### config.mk
export PLATFORM = sky130hd
export DESIGN_NAME = midi_message_framer_top
export DESIGN_NICKNAME = d
export VERILOG_FILES = /design/src/hdl/mmf_pkg.sv /design/src/hdl/midi_message_framer_top.sv /design/src/hdl/mmf_step_unit.sv /design/src/hdl/mmf_sysex_mem.sv /design/src/hdl/mmf_ctrl.sv
export VERILOG_INCLUDE_DIRS = /design/src /design/src/hdl
export SDC_FILE = /design/constraint.sdc
export NUM_CORES = 1
export LEC_CHECK = 0
export BUFFER_PORTS_ARGS = -buffer_cell sky130_fd_sc_hd__buf_2
export CAP_MARGIN = 20
export CORE_ASPECT_RATIO = 1.2
export CORE_MARGIN = 2
export CORE_UTILIZATION = 63
export DETAILED_ROUTE_END_ITERATION = 8
export PLACE_DENSITY = 0.79
export SYNTH_ARGS = -nofsm -noshare
export SYNTH_HDL_FRONTEND = slang
export SYNTH_HIERARCHICAL = 1
export SYNTH_SLANG_ARGS = --single-unit
### constraint.sdc
create_clock -name clk_i -period 5.6 [get_ports clk_i]
set_input_delay 0.84 -clock clk_i [delete_from_list [all_inputs] [get_ports clk_i]]
set_output_delay 0.84 -clock clk_i [all_outputs]
set_load 0.02 [all_outputs]
### src/hdl/midi_message_framer_top_defines.svh
// assertion macros for the midi message framer
// used by the modules that carry concurrent checks; expects clk_i and rst_ni in scope
`ifndef MIDI_MESSAGE_FRAMER_TOP_DEFINES_SVH
`define MIDI_MESSAGE_FRAMER_TOP_DEFINES_SVH

// property must hold at every clock edge outside reset
`define MMF_ASSERT(name, prop, msg) \
  name: assert property (@(posedge clk_i) disable iff (!rst_ni) prop) else $error(msg);

// condition must never be seen outside reset
`define MMF_NEVER(name, cond, msg) \
  name: assert property (@(posedge clk_i) disable iff (!rst_ni) !(cond)) else $error(msg);

`endif

### src/hdl/mmf_pkg.sv
// shared types, status codes and message length decode for the midi message framer
// no dependencies
package mmf_pkg;

  // status byte codes
  localparam logic [7:0] ST_SYSEX  = 8'hF0;
  localparam logic [7:0] ST_EOX    = 8'hF7;
  localparam logic [7:0] ST_RT_MIN = 8'hF8;
  localparam logic [7:0] ST_SYS    = 8'hF0;

  // default sysex buffer depth
  localparam int SYSEX_LIMIT_DEF = 63;

  // one byte offered to the output stage
  typedef struct packed {
    logic       valid;
    logic [7:0] data;
    logic       last;
  } emit_t;

  // message length in bytes, status included
  function automatic logic [1:0] msg_len(input logic [7:0] s);
    logic [1:0] len;
    len = 2'd3;
    case (s) inside
      [8'hF8:8'hFF]:              len = 2'd1;
      8'hF1, 8'hF3, 8'hF5:        len = 2'd2;
      8'hF2:                      len = 2'd3;
      8'hF4, 8'hF6, 8'hF7:        len = 2'd1;
      [8'hC0:8'hDF]:              len = 2'd2;
      default:                    len = 2'd3;
    endcase
    return len;
  endfunction

endpackage

### src/hdl/midi_message_framer_top.sv
// Raw MIDI bytes enter one per request on the input channel; complete messages leave
// one byte per request with last_byte_o on the final byte. Real-time bytes pass at once,
// channel messages honour running status and SysEx is buffered (up to SYSEX_LIMIT bytes,
// F0 included) and released whole on F7. A byte that completes nothing is taken with ready
// staying high, so such bytes can follow back to back. A byte that completes a message holds
// ready low until its bytes are emitted: one for real-time, one to three for other messages
// and fill + 1 for a SysEx flush (up to SYSEX_LIMIT + 1), waiting on the output register and
// paced by the single read port of the SysEx buffer and its shared step counter. The output
// register lets a new byte be accepted while the last result still waits for the consumer.
// depends on mmf_pkg and mmf_ctrl
module midi_message_framer_top
  import mmf_pkg::*;
#(
  parameter int SYSEX_LIMIT = SYSEX_LIMIT_DEF
) (
  input  logic       clk_i,
  input  logic       rst_ni,
  input  logic       in_valid_i,
  output logic       in_ready_o,
  input  logic [7:0] in_byte_i,
  output logic       out_valid_o,
  input  logic       out_ready_i,
  output logic [7:0] out_byte_o,
  output logic       last_byte_o
);

  emit_t      emit;
  logic       slot_free;
  logic       out_valid_q, out_valid_d;
  logic [7:0] out_byte_q;
  logic       out_last_q;

  assign slot_free = !out_valid_q || out_ready_i;

  mmf_ctrl #(
    .SYSEX_LIMIT (SYSEX_LIMIT)
  ) u_ctrl (
    .clk_i       (clk_i),
    .rst_ni      (rst_ni),
    .in_valid_i  (in_valid_i),
    .in_ready_o  (in_ready_o),
    .in_byte_i   (in_byte_i),
    .slot_free_i (slot_free),
    .emit_o      (emit)
  );

  // output register valid
  always_comb begin
    if (emit.valid && slot_free) begin
      out_valid_d = 1'b1;
    end else if (out_ready_i) begin
      out_valid_d = 1'b0;
    end else begin
      out_valid_d = out_valid_q;
    end
  end

  always_ff @(posedge clk_i or negedge rst_ni) begin
    if (!rst_ni) begin
      out_valid_q <= 1'b0;
    end else begin
      out_valid_q <= out_valid_d;
    end
  end

  // output register payload
  always_ff @(posedge clk_i) begin
    if (emit.valid && slot_free) begin
      out_byte_q <= emit.data;
      out_last_q <= emit.last;
    end
  end

  assign out_valid_o = out_valid_q;
  assign out_byte_o  = out_byte_q;
  assign last_byte_o = out_last_q;

endmodule

### src/hdl/mmf_step_unit.sv
// shared increment and compare unit for the sysex counters
// depends on nothing; used by mmf_ctrl
module mmf_step_unit #(
  parameter int W = 7
) (
  input  logic [W-1:0] a_i,
  input  logic [W-1:0] bound_i,
  output logic [W-1:0] sum_o,
  output logic         lt_o
);

  // next count and room check
  assign sum_o = a_i + W'(1);
  assign lt_o  = (a_i < bound_i);

endmodule

### src/hdl/mmf_sysex_mem.sv
// sysex byte buffer, one write port and one registered read port
// depends on nothing; used by mmf_ctrl
module mmf_sysex_mem #(
  parameter int DEPTH  = 63,
  parameter int ADDR_W = 6
) (
  input  logic              clk_i,
  input  logic              wr_en_i,
  input  logic [ADDR_W-1:0] wr_addr_i,
  input  logic [7:0]        wr_data_i,
  input  logic              rd_en_i,
  input  logic [ADDR_W-1:0] rd_addr_i,
  output logic [7:0]        rd_data_o
);

  logic [7:0] mem_q [DEPTH];
  logic [7:0] rd_data_q;

  // write port
  always_ff @(posedge clk_i) begin
    if (wr_en_i) begin
      mem_q[wr_addr_i] <= wr_data_i;
    end
  end

  // registered read port, holds while not enabled
  always_ff @(posedge clk_i) begin
    if (rd_en_i) begin
      rd_data_q <= mem_q[rd_addr_i];
    end
  end

  assign rd_data_o = rd_data_q;

endmodule

### src/hdl/mmf_ctrl.sv
// parser state and emission sequencer of the midi message framer
// depends on mmf_pkg, mmf_step_unit, mmf_sysex_mem and the assertion macro header
`include "midi_message_framer_top_defines.svh"

module mmf_ctrl
  import mmf_pkg::*;
#(
  parameter int SYSEX_LIMIT = SYSEX_LIMIT_DEF
) (
  input  logic       clk_i,
  input  logic       rst_ni,
  input  logic       in_valid_i,
  output logic       in_ready_o,
  input  logic [7:0] in_byte_i,
  input  logic       slot_free_i,
  output emit_t      emit_o
);

  localparam int FILL_W = $clog2(SYSEX_LIMIT + 1);
  localparam int ADDR_W = $clog2(SYSEX_LIMIT);
  localparam logic [FILL_W-1:0] LIMIT_C = FILL_W'(SYSEX_LIMIT);

  typedef enum logic [3:0] {
    S_IDLE = 4'b0001,
    S_PEND = 4'b0010,
    S_SX   = 4'b0100,
    S_ONE  = 4'b1000
  } state_e;

  state_e            state_q, state_d;
  logic [7:0]        rs_q, rs_d;
  logic [1:0]        have_q, have_d;
  logic [1:0]        want_q, want_d;
  logic              in_sx_q, in_sx_d;
  logic [FILL_W-1:0] fill_q, fill_d;
  logic [FILL_W-1:0] nxt_q, nxt_d;
  logic [1:0]        pidx_q, pidx_d;
  logic [7:0]        hold_q, hold_d;
  logic [7:0]        pend_q [3];
  logic [7:0]        pend_d [3];

  logic              acc;
  logic              take;
  logic [FILL_W-1:0] su_a, su_bound, su_sum;
  logic              su_lt;
  logic              wr_en, rd_en;
  logic [ADDR_W-1:0] wr_addr, rd_addr;
  logic [7:0]        rd_data;
  logic              handled;
  logic [1:0]        have_eff, want_eff, have_new;
  logic              pend_last;

  assign in_ready_o = (state_q == S_IDLE);
  assign acc        = in_valid_i & in_ready_o;
  assign pend_last  = ((pidx_q + 2'd1) == want_q);

  // shared counter: read pointer during flush, fill pointer otherwise
  always_comb begin
    if (state_q == S_SX) begin
      su_a     = nxt_q;
      su_bound = fill_q;
    end else begin
      su_a     = fill_q;
      su_bound = LIMIT_C;
    end
  end

  mmf_step_unit #(
    .W (FILL_W)
  ) u_step (
    .a_i     (su_a),
    .bound_i (su_bound),
    .sum_o   (su_sum),
    .lt_o    (su_lt)
  );

  mmf_sysex_mem #(
    .DEPTH  (SYSEX_LIMIT),
    .ADDR_W (ADDR_W)
  ) u_mem (
    .clk_i     (clk_i),
    .wr_en_i   (wr_en),
    .wr_addr_i (wr_addr),
    .wr_data_i (in_byte_i),
    .rd_en_i   (rd_en),
    .rd_addr_i (rd_addr),
    .rd_data_o (rd_data)
  );

  // byte offered to the output stage
  always_comb begin
    emit_o = '0;
    case (state_q)
      S_PEND: begin
        emit_o.valid = 1'b1;
        emit_o.data  = pend_q[pidx_q];
        emit_o.last  = pend_last;
      end
      S_SX: begin
        emit_o.valid = 1'b1;
        emit_o.data  = rd_data;
        emit_o.last  = 1'b0;
      end
      S_ONE: begin
        emit_o.valid = 1'b1;
        emit_o.data  = hold_q;
        emit_o.last  = 1'b1;
      end
      default: emit_o = '0;
    endcase
  end

  assign take = emit_o.valid & slot_free_i;

  // request decode and sequencing
  always_comb begin
    state_d   = state_q;
    rs_d      = rs_q;
    have_d    = have_q;
    want_d    = want_q;
    in_sx_d   = in_sx_q;
    fill_d    = fill_q;
    nxt_d     = nxt_q;
    pidx_d    = pidx_q;
    hold_d    = hold_q;
    pend_d    = pend_q;
    wr_en     = 1'b0;
    wr_addr   = fill_q[ADDR_W-1:0];
    rd_en     = 1'b0;
    rd_addr   = '0;
    handled   = 1'b0;
    have_eff  = have_q;
    want_eff  = want_q;
    have_new  = have_q;

    case (state_q)
      S_IDLE: begin
        if (acc) begin
          if (in_byte_i >= ST_RT_MIN) begin
            // real-time byte goes straight out
            hold_d  = in_byte_i;
            state_d = S_ONE;
          end else begin
            if (in_sx_q) begin
              handled = 1'b1;
              if (in_byte_i == ST_EOX) begin
                // start the buffer flush at the first stored byte
                rd_en   = 1'b1;
                rd_addr = '0;
                nxt_d   = FILL_W'(1);
                in_sx_d = 1'b0;
                state_d = S_SX;
              end else if (!in_byte_i[7]) begin
                if (su_lt) begin
                  wr_en  = 1'b1;
                  fill_d = su_sum;
                end
              end else begin
                // other status aborts the sysex and is handled below
                in_sx_d = 1'b0;
                fill_d  = '0;
                handled = 1'b0;
              end
            end
            if (!handled) begin
              if (in_byte_i == ST_SYSEX) begin
                in_sx_d = 1'b1;
                wr_en   = 1'b1;
                wr_addr = '0;
                fill_d  = FILL_W'(1);
                rs_d    = '0;
                have_d  = 2'd0;
              end else if (in_byte_i[7]) begin
                rs_d      = (in_byte_i < ST_SYS) ? in_byte_i : 8'h00;
                pend_d[0] = in_byte_i;
                want_d    = msg_len(in_byte_i);
                if (msg_len(in_byte_i) == 2'd1) begin
                  have_d  = 2'd0;
                  pidx_d  = 2'd0;
                  state_d = S_PEND;
                end else begin
                  have_d  = 2'd1;
                end
              end else if (!((have_q == 2'd0) && (rs_q == 8'h00))) begin
                // data byte, reopen from running status when nothing is pending
                if (have_q == 2'd0) begin
                  pend_d[0] = rs_q;
                  have_eff  = 2'd1;
                  want_eff  = msg_len(rs_q);
                  want_d    = want_eff;
                end
                pend_d[have_eff] = in_byte_i;
                have_new         = have_eff + 2'd1;
                if (have_new >= want_eff) begin
                  have_d  = (rs_q != 8'h00) ? 2'd1 : 2'd0;
                  pidx_d  = 2'd0;
                  state_d = S_PEND;
                end else begin
                  have_d  = have_new;
                end
              end
            end
          end
        end
      end
      S_PEND: begin
        if (take) begin
          if (pend_last) begin
            state_d = S_IDLE;
          end else begin
            pidx_d = pidx_q + 2'd1;
          end
        end
      end
      S_SX: begin
        if (take) begin
          if (su_lt) begin
            rd_en   = 1'b1;
            rd_addr = nxt_q[ADDR_W-1:0];
            nxt_d   = su_sum;
          end else begin
            hold_d  = ST_EOX;
            fill_d  = '0;
            state_d = S_ONE;
          end
        end
      end
      S_ONE: begin
        if (take) begin
          state_d = S_IDLE;
        end
      end
      default: state_d = S_IDLE;
    endcase
  end

  // control state
  always_ff @(posedge clk_i or negedge rst_ni) begin
    if (!rst_ni) begin
      state_q <= S_IDLE;
      rs_q    <= '0;
      have_q  <= '0;
      want_q  <= '0;
      in_sx_q <= 1'b0;
      fill_q  <= '0;
      pidx_q  <= '0;
    end else begin
      state_q <= state_d;
      rs_q    <= rs_d;
      have_q  <= have_d;
      want_q  <= want_d;
      in_sx_q <= in_sx_d;
      fill_q  <= fill_d;
      pidx_q  <= pidx_d;
    end
  end

  // payload registers
  always_ff @(posedge clk_i) begin
    nxt_q  <= nxt_d;
    hold_q <= hold_d;
    pend_q <= pend_d;
  end

  `MMF_ASSERT(a_fill_bound, fill_q <= LIMIT_C, "sysex fill beyond buffer depth")
  `MMF_ASSERT(a_sysex_open, in_sx_q |-> (fill_q != '0), "open sysex with empty buffer")
  `MMF_ASSERT(a_have_bound, (have_q == 2'd0) || (have_q < want_q), "pending count past length")
  `MMF_NEVER(a_flush_open, (state_q == S_SX) && in_sx_q, "sysex flush while still open")
  `MMF_ASSERT(a_pend_len, (state_q == S_PEND) |-> (want_q != 2'd0), "flush of empty message")

endmodule

==> metrics.md <==
| Metric | Value |
|---|---|
| Final-report setup violation count | 0 |
| Worst skew pair latency | around 0.58 ns |
| Total GRT Usage | 0.285 |
| Crit-path max cell delay | around 0.60 ns |
| Net switching power | between 2 and 2.5 mW |
| Min-Delay Path Class | primary input to async pin |
| Initial antenna violation count | 1 |
| Slowest-stage cell, CP | mux4_1 |
| Final hold vios | 0 |
| Routed len/inst | approximately 28 um |
| Yosys reg bits | between 500 and 600 |
| Cell Area, Synth | 23900 sq um |
| TritonCTS Buffers | 53 |
| CP Cell Sequence | nor4b_4, buf_4, mux2_2, ha_1, a21oi_1, o221a_2, and3_1, and2_4, buf_4, mux4_1, nor2b_1, a211oi_1, a211oi_1, a211o_1 |
| Clock Path Buffers | 3 |
| Required time of the critical path | roughly 5.9 ns |
| Aggregate global routing overflow | 0 |
| Slew at the pin closest to its max-slew limit | between 0.8 and 0.9 ns |
| Clk root buf | clkbuf_16 |
| Buffers on Ports | 22 |
| FMAX | around 0.20 GHz |
| Power after layout | just over 9 mW |
| Chip Height | 217 um |
| Routed WL | roughly 55000 um |
| Drt pass-1 iters | 5 |
| Routed vias/inst | between 6 and 7 |
| Worst path arrival time | ~5.4 ns |
| CTS sink cnt | slightly below 600 |
| Gate Count Post-Synth | roughly 1300 |
| Clock Power Share | 0.378 |
| Sequential element share of the synthesized area | 0.731 |
| Row count | between 70 and 80 |
| Post-CTS Hold Buffers | 0 |
| Post-DP HPWL | roughly 34000 um |
| Internal power | 7.10 mW |
| Switching Fraction | 0.224 |
| Leakage Power | 8.60 nW |
| Post-CTS Setup Inserts | 0 |
| Synth Warn # | 6 |
| Initial Util | 0.635 |
| Worst-path maximum fanout | 23 |
| Fin nets | between 1000 and 1500 |
| DRC | 0 |
| Pins Over Slew Limit | 0 |
| RSZ-0062 raised after global routing | no |
| Rel. slew slack | 0.401 |
| VDD IR max | 276 uV |
| First-pass GRT wire length | between 80000 and 90000 um |
| Power per standard cell area | roughly 340 nW/um^2 |
| Die ar. | approximately 40000 sq um |
| Total number of vias | 12951 |
| Synth unique cells | 73 |
| Max_cap viols | 0 |
| Ranking of synthesized cells by area | edfxtp_1 (70%), mux4_2 (9.4%), dfrtp_1 (2.6%) |
| Synth Flop Type | edfxtp_1 |
| Vias in the first global route | about 13000 |
| Clk slew on worst S/H paths | around 0.070 ns |
| Final period utilization | 0.911 |
| CTS tree | done |
| Ys async rst share | 0.0444 |
| Clock Skew | ~0.018 ns |
| Largest net degree at the start of global routing | 90 |
| Chip Width | 182 um |
| Synth Net Count | about 1300 |
| CTS H-Tree Depth | 2 |
| Layout cells sized above 1 | 0.225 |
| EDFF count, synth | around 560 |
| Setup Crit Path Kind | flip-flop to flip-flop |
| Status | finished clean |
| Avg Inst Size Synth | roughly 18 sq um |
| Sequential share of power | 0.552 |
| Worst setup SP type | flip-flop |
| TNS Setup | 0 ns |
| P&R area growth vs syn | 11.5% |
| Core area | between 30000 and 40000 sq um |
| Crit path time final | 5.10 ns |
| Initial drt markers | roughly 1600 |
| Cell taking the most area after synthesis | edfxtp_1 |
| Synth top area share | 0.704 |
| Gpl congestion | 0.861 |
| Comb power frac | 0.070 |
| Post-CTS Resized | 0 |
| DRT antenna net count | 0 |
| Top Ports | 23 |
| CP endpoint kind | flip-flop |
## area by class of cell
| cell class | count | area (sq um) |
|---|---|---|
| antenna | 1 | 2.50 |
| tap | 480 | 601 |
| multi-input combinational | 640 | 5980 |
| inverter | 14 | 52.6 |
| clock inverter | 24 | 226 |
| clock buffer | 68 | 1410 |
| fill | 2195 | 11000 |
| timing repair buffer | 118 | 881 |
| sequential | 585 | 17400 |
## registers in the layout, summed over array words and instances (netlist names), 6 cells and up
register,flops
out_byte_o,8
u_ctrl/fill_q,6
u_ctrl/hold_q,8
u_ctrl/nxt_q,6
u_ctrl/pend_q,24
u_ctrl/rs_q,8
u_ctrl/u_mem/mem_q,504
u_ctrl/u_mem/rd_data_o,8
## worst max-delay path, delay by kind of cell (launching register included)
family	cells	cell delay, ns
flip-flops	1	0.49
multiplexers	2	1.01
adder cells (fa/ha/maj)	1	0.32
buffers and inverters	2	0.66
AO/OA/AOI/OAI	5	1.09
AND/OR/NAND/NOR	4	1.27
## stage by stage
stage	area, sq um	utilization	cells	worst slack (ns)	hold slack (ns)
3_3_place_gp	24900	0.664	1837	0.644	0.532
2_1_floorplan	23900	-	1309	1.24	0.490
5_1_grt	26600	0.708	1930	0.262	0.340
6_report	26600	0.708	1930	0.501	0.301
4_1_cts	26600	0.708	1929	0.540	0.322
3_5_place_dp	24900	0.664	1837	0.554	0.529
## logic make-up (layout without fill, tap and decap cells)
group                      count (synthesis)  after routing  synth area share
DFF                                      585            585             0.731
and+or+nand+nor                          277            277            0.0611
AOI/OAI and AO/OA                        195            195            0.0560
muxes                                    155            155             0.127
buffers and inverters                     84            224            0.0190
adders and majority gates                  8              8           0.00420
xor gates and xnor gates                   5              5           0.00184
other                                      0              1                 0
## power by group through the flow
stage               registers, mW  logic [mW]  clock network [mW]
floorplan                    5.11       0.413                   0
finish                       5.05       0.644                3.46
detailed placement           5.14       0.631                   0
CTS                          5.05       0.637                3.51
global placement             5.13       0.604                   0
global route                 5.06       0.701                3.67
## routing by layer
layer	global-route usage	routed length, um	vias up
li1	-	-	5510
met1	0.374	20200	6587
met2	0.479	27300	708
met3	0.0482	4660	146
met4	0.125	2490	0
met5	0	0	-
## synth_stat cells (17+ instances only)
cell type  instances
nand2b_1          18
mux2i_1           34
clkbuf_1          28
mux4_2           100
a21oi_1           40
a22oi_1           37
nor2b_1           27
nor2_1            84
edfxtp_1         559
nor3_1            19
nand2_1           51
dfrtp_1           25
o21ai_0           36
buf_2             17
## path summary, 6_finish.rpt
check	startpoint	endpoint	slack (ns)	depth (start not counted)
max in group asynchronous	rst_ni	u_ctrl/rs_q[5]$_DFFE_PN0P_	4.85	1
min in group clk_i	u_ctrl/hold_q[7]$_SDFFCE_PP1P_	out_byte_o[7]$_DFFE_PP_	0.55	2
worst max register to register	u_ctrl/state_q[1]$_DFFE_PN0P_	u_ctrl/u_mem/rd_data_o[7]$_DFFE_PP_	0.50	14
worst min register to register	u_ctrl/hold_q[7]$_SDFFCE_PP1P_	out_byte_o[7]$_DFFE_PP_	0.55	2
worst max-delay path	u_ctrl/state_q[1]$_DFFE_PN0P_	u_ctrl/u_mem/rd_data_o[7]$_DFFE_PP_	0.50	14
worst min-delay path	rst_ni	u_ctrl/fill_q[1]$_DFFE_PN0P_	0.30	1
## layout by cell type, fill, tap and decap left out, types with 8 or more instances in the layout
cell type / Yosys / layout
clkbuf_1: 28 / 12
a211oi_1: 12 / 12
nand3_1: 15 / 15
nor2_1: 84 / 84
buf_4: 4 / 92
a22o_1: 12 / 12
dfrtp_1: 25 / 25
mux4_2: 100 / 100
and2_1: 15 / 12
o22ai_1: 16 / 16
buf_2: 17 / 22
mux4_1: 13 / 13
nor3_1: 19 / 19
nand2_1: 51 / 51
edfxtp_1: 559 / 559
a22oi_1: 37 / 37
nand2b_1: 18 / 18
a211o_1: 8 / 8
mux2i_1: 34 / 34
ha_1: 8 / 8
o21ai_0: 36 / 36
inv_1: 14 / 14
nor2b_1: 27 / 27
or2_2: 9 / 9
clkbuf_16: 0 / 53
clkinv_1: 0 / 9
a21oi_1: 40 / 40
Note: power is estimated with default switching activity, not from simulation.
